**src/rtl/lbrs_pkg.sv**
```systemverilog
// Package with shared types and constants for the logarithm by repeated square root block.
package lbrs_pkg;

  localparam int unsigned WORD_W = 64;
  localparam logic [WORD_W-1:0] ONE_INT = 64'h0000_0001_0000_0000;

  localparam logic [1:0] STAT_OK     = 2'd0;
  localparam logic [1:0] STAT_DOMAIN = 2'd1;
  localparam logic [1:0] STAT_RANGE  = 2'd2;

  typedef enum logic {
    OP_SQRT,
    OP_DIV
  } unit_op_t;

  typedef struct packed {
    logic     start;
    unit_op_t op;
  } unit_req_t;

  typedef struct packed {
    logic busy;
    logic done;
  } unit_stat_t;

  typedef enum logic [2:0] {
    ST_IDLE,
    ST_CHECK,
    ST_SQRT_GO,
    ST_SQRT_WAIT,
    ST_DIV_GO,
    ST_DIV_WAIT,
    ST_FINISH
  } state_t;

endpackage

```
**src/rtl/log_by_repeated_square_root.sv**
```systemverilog
// Top level of the natural logarithm by repeated square root block.
//
//   channel   direction  signals
//   input     in         in_valid, in_ready, operand
//   result    out        out_valid, out_ready, log_value, status
//   config    in         cfg_wr_en, cfg_wr_data (tolerance)
//
// One beat in gives one beat out. A round is one square root of 48 steps and
// one division of 97 steps on the shared bit-serial unit, plus the sequencer
// states; an item takes at most MAX_ITER rounds, and negative and zero
// operands go straight from the idle state to the finish state.
// Reset is synchronous and active high; it clears the sequencer, the output
// valid and sets the tolerance to 1. The input is taken only in the idle
// state; a finished result waits in the output register, and the next item
// is taken meanwhile, stalling only at its own finish if the output is full.
module log_by_repeated_square_root import lbrs_pkg::*; #(
  parameter int MAX_ITER  = 40,
  parameter int FRAC_BITS = 16
) (
  input  logic        clk,
  input  logic        rst,
  input  logic        in_valid,
  output logic        in_ready,
  input  logic [31:0] operand,
  output logic        out_valid,
  input  logic        out_ready,
  output logic [31:0] log_value,
  output logic [1:0]  status,
  input  logic        cfg_wr_en,
  input  logic [15:0] cfg_wr_data
);

  localparam int INT_SHIFT = 32 - FRAC_BITS;
  localparam int N_W = $clog2(MAX_ITER + 1);
  localparam logic [N_W-1:0] N_MAX = N_W'(MAX_ITER);

  // The tolerance register, written whenever the enable is high.
  logic [15:0] tolerance;

  always_ff @(posedge clk) begin
    if (rst) begin
      tolerance <= 16'd1;
    end else if (cfg_wr_en) begin
      tolerance <= cfg_wr_data;
    end
  end

  state_t state, state_next;

  // Working values: x is the repeatedly rooted operand, mag the magnitude of r.
  logic [WORD_W-1:0] x, mag;
  logic              neg;
  logic [1:0]        stat_r;
  logic [N_W-1:0]    n;

  unit_req_t         req;
  unit_stat_t        ustat;
  logic [WORD_W-1:0] ures;
  logic [WORD_W-1:0] usrc, udiv;

  lbrs_unit u_unit (
    .clk     (clk),
    .rst     (rst),
    .req     (req),
    .src     (usrc),
    .divisor (udiv),
    .stat    (ustat),
    .result  (ures)
  );

  assign usrc = (state == ST_SQRT_GO) ? x : mag;
  assign udiv = ONE_INT + x;

  // Deviation of x from one, used for the stop test.
  logic [WORD_W-1:0] dev;
  assign dev = (x > ONE_INT) ? (x - ONE_INT) : (ONE_INT - x);

  // Operand scaled to 32 fraction bits; only used for positive operands.
  logic [WORD_W-1:0] x_init;
  assign x_init = WORD_W'({1'b0, operand[30:0]}) << INT_SHIFT;

  // Final truncation, saturation and sign.
  logic [WORD_W-1:0] q;
  logic [31:0]       fin_value;
  always_comb begin
    q = mag >> INT_SHIFT;
    if (stat_r == STAT_DOMAIN) begin
      fin_value = 32'd0;
    end else if (stat_r == STAT_RANGE) begin
      fin_value = 32'h8000_0000;
    end else if (!neg) begin
      fin_value = (q > 64'h7FFF_FFFF) ? 32'h7FFF_FFFF : q[31:0];
    end else begin
      fin_value = (q > 64'h8000_0000) ? 32'h8000_0000 : (32'd0 - q[31:0]);
    end
  end

  logic out_free;
  assign out_free = !out_valid || out_ready;

  always_comb begin
    state_next = state;
    req.start  = 1'b0;
    req.op     = OP_SQRT;
    in_ready   = (state == ST_IDLE);
    case (state)
      ST_IDLE: begin
        if (in_valid) begin
          state_next = (operand[31] || operand == 32'd0) ? ST_FINISH : ST_CHECK;
        end
      end
      ST_CHECK: begin
        if (dev <= WORD_W'(tolerance) || n == N_MAX) begin
          state_next = ST_FINISH;
        end else begin
          state_next = ST_SQRT_GO;
        end
      end
      ST_SQRT_GO: begin
        req.start  = 1'b1;
        req.op     = OP_SQRT;
        state_next = ST_SQRT_WAIT;
      end
      ST_SQRT_WAIT: begin
        if (ustat.done) begin
          state_next = ST_DIV_GO;
        end
      end
      ST_DIV_GO: begin
        req.start  = 1'b1;
        req.op     = OP_DIV;
        state_next = ST_DIV_WAIT;
      end
      ST_DIV_WAIT: begin
        if (ustat.done) begin
          state_next = ST_CHECK;
        end
      end
      ST_FINISH: begin
        if (out_free) begin
          state_next = ST_IDLE;
        end
      end
      default: begin
        state_next = ST_IDLE;
      end
    endcase
  end

  always_ff @(posedge clk) begin
    if (rst) begin
      state <= ST_IDLE;
    end else begin
      state <= state_next;
    end
  end

  // Datapath registers of the sequencer.
  always_ff @(posedge clk) begin
    if (state == ST_IDLE && in_valid) begin
      n      <= '0;
      x      <= x_init;
      neg    <= (x_init < ONE_INT);
      mag    <= (x_init >= ONE_INT) ? (x_init - ONE_INT) : (ONE_INT - x_init);
      stat_r <= operand[31] ? STAT_DOMAIN : ((operand == 32'd0) ? STAT_RANGE : STAT_OK);
    end else if (state == ST_SQRT_WAIT && ustat.done) begin
      x <= ures;
    end else if (state == ST_DIV_WAIT && ustat.done) begin
      mag <= ures;
      n   <= n + N_W'(1);
    end
  end

  // Output register: holds a finished beat until it is taken.
  always_ff @(posedge clk) begin
    if (rst) begin
      out_valid <= 1'b0;
    end else begin
      if (out_valid && out_ready) begin
        out_valid <= 1'b0;
      end
      if (state == ST_FINISH && out_free) begin
        out_valid <= 1'b1;
        log_value <= fin_value;
        status    <= stat_r;
      end
    end
  end

endmodule

```
**src/rtl/lbrs_unit.sv**
```systemverilog
// Shared bit-serial unit: restoring square root or restoring division, one bit per cycle.
module lbrs_unit import lbrs_pkg::*; (
  input  logic              clk,
  input  logic              rst,
  input  unit_req_t         req,
  input  logic [WORD_W-1:0] src,
  input  logic [WORD_W-1:0] divisor,
  output unit_stat_t        stat,
  output logic [WORD_W-1:0] result
);

  // The square root takes 48 steps over bit pairs; the division 97 steps over bits.
  localparam logic [6:0] SQRT_STEPS = 7'd48;
  localparam logic [6:0] DIV_STEPS  = 7'd97;

  logic [WORD_W-1:0] rem, acc, sr, dreg;
  logic [6:0]        cnt;
  logic              busy, done;
  unit_op_t          op;

  logic [WORD_W-1:0] rem_sh, trial, rem_next, acc_next;
  logic              take;

  always_comb begin
    if (op == OP_SQRT) begin
      rem_sh = {rem[WORD_W-3:0], sr[WORD_W-1:WORD_W-2]};
      trial  = {acc[WORD_W-3:0], 2'b01};
    end else begin
      rem_sh = {rem[WORD_W-2:0], sr[WORD_W-1]};
      trial  = dreg;
    end
    take     = (rem_sh >= trial);
    rem_next = take ? (rem_sh - trial) : rem_sh;
    acc_next = {acc[WORD_W-2:0], take};
  end

  always_ff @(posedge clk) begin
    if (rst) begin
      busy <= 1'b0;
      done <= 1'b0;
      cnt  <= '0;
    end else begin
      done <= 1'b0;
      if (req.start) begin
        busy <= 1'b1;
        op   <= req.op;
        cnt  <= (req.op == OP_SQRT) ? SQRT_STEPS : DIV_STEPS;
        rem  <= '0;
        acc  <= '0;
        sr   <= src;
        dreg <= divisor;
      end else if (busy) begin
        rem <= rem_next;
        acc <= acc_next;
        sr  <= (op == OP_SQRT) ? {sr[WORD_W-3:0], 2'b00} : {sr[WORD_W-2:0], 1'b0};
        cnt <= cnt - 7'd1;
        if (cnt == 7'd1) begin
          busy <= 1'b0;
          done <= 1'b1;
        end
      end
    end
  end

  assign result    = acc;
  assign stat.busy = busy;
  assign stat.done = done;

endmodule

```
**config.mk**
```make
export PLATFORM = sky130hd
export DESIGN_NAME = log_by_repeated_square_root
export DESIGN_NICKNAME = d
export VERILOG_FILES = /design/src/rtl/lbrs_pkg.sv /design/src/rtl/log_by_repeated_square_root.sv /design/src/rtl/lbrs_unit.sv
export SDC_FILE = /design/constraint.sdc
export NUM_CORES = 1
export LEC_CHECK = 0
export CAP_MARGIN = 20
export CORE_MARGIN = 8
export CORE_UTILIZATION = 65
export CTS_BUF_LIST = sky130_fd_sc_hd__clkbuf_2
export DETAILED_ROUTE_END_ITERATION = 10
export DONT_BUFFER_PORTS = 1
export GPL_ROUTABILITY_DRIVEN = 1
export PLACE_DENSITY_LB_ADDON = 0.2
export SLEW_MARGIN = 20
export SYNTH_ARGS = -nofsm -noshare
export SYNTH_HDL_FRONTEND = slang
export SYNTH_SLANG_ARGS = --single-unit
```
**constraint.sdc**
```tcl
create_clock -name clk -period 11.6 [get_ports clk]
set_input_delay 1.16 -clock clk [delete_from_list [all_inputs] [get_ports clk]]
set_output_delay 1.16 -clock clk [all_outputs]
set_load 0.05 [all_outputs]
```
==> impl_metrics.tcl <==
set metrics [dict create \
    outcome "finished, final reports clean" \
    viasPerCell 6.624 \
    netlist_area_sq_mm 0.02798 \
    ctsHoldBuffers 2 \
    yosysWarnings 0 \
    p_leak_nw 10.79 \
    pre_cts_slack_ns 5.824 \
    register_area_sq_mm 0.01301 \
    grt-ovfl-total 0 \
    finalSetupViolCount 0 \
    routed.top_layer "met4" \
    worstPathBufferInverterCount 0 \
    layout_commonest_cell "edfxtp_1" \
    fin_util_pct 68.48 \
    clk-insertion-delay-late_ns 1.24 \
    grt_pass1_vias 21769 \
    place.gp.congestion 0.9727 \
    drc 0 \
    fin_setup_tns_ns 0 \
    grt_antenna_before_repair 2 \
    max_cap_viol_count 0 \
    grtUsageTotal_pct 31.52 \
    dieHeight_microns 223.5 \
    wl_met2_microns 37220 \
    hp-class "input port to flip-flop" \
    yosys.area.top_type_share_pct 41.64 \
    synth_area_leaders "edfxtp_1 42%, a21oi_1 5.1%, mux2i_1 5.0%, dfxtp_1 4.9%, nand2_1 4.4%" \
    initial_core_util_pct 65.39 \
    ant_nets 0 \
    cp_top_family "simple AND/OR/NAND/NOR gates" \
    hold_viol_final 0 \
    min_period_ns 5.835 \
    r2r_cells 17 \
    fp.dieW_microns 223.5 \
    wl_met3_microns 7878 \
    fin_crit_sh_pct 50.30 \
    finalClockSkew_ns 0.1387 \
    synth_edf_count 388 \
    crit_chain "nor4_1 -> or4b_4 -> nor4b_4 -> nand4_4 -> a21oi_2 -> o21ai_0 -> xnor2_1 -> ha_1 -> nand3_1 -> nor3_1 -> nand2_1 -> o21ai_0 -> a211oi_1 -> o211ai_1 -> nor4_1 -> nand4b_1 -> o31ai_2" \
    num_io_pins 89 \
    syn_to_final_growth_pct 4.727 \
    ys_async_sr_fraction_pct 0 \
    synth_top_area_cell "edfxtp_1" \
    ir_drop_uv 132.3 \
    clock-root-buffer "clkbuf_2" \
    crit_fanout 19 \
    cts_resized 0 \
    crit_cells 17 \
    multi_input_area_sq_mm 0.01409 \
    cts_buffers 115 \
    numPortBuffers 0 \
    vias 22852 \
    avgSynthCellArea_sq_um 9.821 \
    synth.distinct_cells 84 \
    p_per_area_mw_per_mm2 213.4 \
    syn_nets 2999 \
    worstMarginPinSlew_ns 1.124 \
    drive_gt1_share_pct 10.51 \
    clock_path_buffers 3 \
    worstSetupPathType "flip-flop to flip-flop" \
    critPathArrivalTime_ns 6.88 \
    m1WireLength_microns 32920 \
    relSlewSlack_pct 25.09 \
    worst_setup_path_start_kind "flip-flop" \
    drt_iter0_markers 2690 \
    end_kind "flip-flop" \
    drt_first_pass_iters 6 \
    htree_levels 3 \
    fp.coreArea_sq_mm 0.04279 \
    crit_path_top_delay_cell "a21oi_2" \
    synthFlopType "edfxtp_1" \
    std_cell_rows 76 \
    cts.sinks 456 \
    syn-instance-count 2849 \
    yosysSeqAreaShare_pct 46.51 \
    wl_per_cell_microns 23.44 \
    crit_path_start "x[11]" \
    slew_viol_final 0 \
    r2r_start "x[11]" \
    r2r_end "state[2]" \
    whs_ns 0.1336 \
    setup_ws_ns 5.765 \
    routed_wl_microns 80880 \
    cts_tree "yes" \
    most-common-layout-cells "388 x edfxtp_1, 327 x nand2_1, 287 x a21oi_1" \
    nets 2961 \
    critPathRequiredTime_ns 12.64 \
    ys_ff_latch 456 \
    grt_max_degree 188 \
    clock.fmax_mhz 171.4 \
    grt_pass1_wl_microns 124200 \
    max_stage_delay_ns 0.85 \
    total_power_w 0.006254 \
    crit_path_end "state[2]" \
    die-area_sq_mm 0.04994 \
    rsz0062_at_grt "false" \
    fill_cells 3323 \
    postCtsSetupBuffers 0 \
    path_clk_slew_ns 0.11 \
    hpwl_microns 56290 \
    reg2reg_slack_ns 5.76 \
]
state kept, by name, summed over array words and instances (netlist names):
signal	cells
mag	64
u_unit.dreg	64
u_unit.result	64
u_unit.sr	64
x	64
u_unit.rem	63
log_value	32
tolerance	16
u_unit.cnt	7
n	6
state	3
stat_r	2
status	2
neg	1
out_valid	1
u_unit.busy	1
u_unit.done	1
u_unit.op	1
metrics by stage:
stage / instances / area [sq um]
floorplan: 2849 / 27980
global placement: 3238 / 28250
detailed placement: 3238 / 28250
CTS: 3449 / 29290
global route: 3450 / 29300
finish: 3450 / 29300
worst min-delay path by stage:
stage,startpoint,endpoint,depth (start not counted)
global placement,stat_r[0],status[0],0
CTS,cfg_wr_data[0],tolerance[0],2
detailed placement,stat_r[1],status[1],0
global route,cfg_wr_data[0],tolerance[0],2
finish,cfg_wr_data[0],tolerance[0],2
floorplan,x[10],u_unit.dreg[10],0
Yosys cell counts (36+ instances only):
master and number:
and2_1 89, nand3_1 48, nor2_1 175, dfxtp_1 68, nor3_1 51, mux2_2 63, o21ai_0 114, a211oi_1 85
a21o_1 60, inv_1 64, nand4_1 36, nand2_1 331, nor2b_1 89, clkbuf_1 160, a21oi_1 287, xor2_1 61
xnor2_1 85, mux2i_1 141, edfxtp_1 388, ha_1 96
cell families (layout without fill, tap and decap cells):
family | count (synthesis) | count (layout) | share of synthesized area, %
and+or+nand+nor | 959 | 959 | 17.00
adders and majority gates | 97 | 97 | 4.365
DFF | 456 | 456 | 46.51
other | 0 | 1 | 0
buffers and inverters | 248 | 302 | 3.372
xor gates and xnor gates | 146 | 146 | 4.570
AOI/OAI and AO/OA | 739 | 739 | 16.61
muxes | 204 | 204 | 7.580
final cells by class:
type | count | area share [%]
Clock inverter | 45 | 0.6960
Multi-Input combinational cell | 2145 | 48.10
Tap cell | 546 | 2.331
Timing Repair Buffer | 28 | 0.8198
Antenna cell | 1 | 0.008540
Clock buffer | 164 | 2.801
Inverter | 65 | 0.8327
Sequential cell | 456 | 44.41
power by group:
group,switching (W),internal (W)
combinational,0.00162,0.00101
clock,0.000701,0.000388
sequential,0.000279,0.00226
worst register-to-register path: cells and delay by family (launching register included):
kind                     cells  cell delay [ns]
AND/OR/NAND/NOR              9             2.68
adder cells (fa/ha/maj)      1             0.29
flip-flops                   1             0.40
AO/OA/AOI/OAI                6             2.04
XOR/XNOR                     1             0.28
layer usage:
layer  vias to the layer above  global-route usage [%]
met3                       203                   7.118
met2                      1229                   50.05
met1                     10932                   41.66
met5                         -                       0
met4                         0                   12.49
li1                      10488                       -
Power figures use the tool's default switching activity.
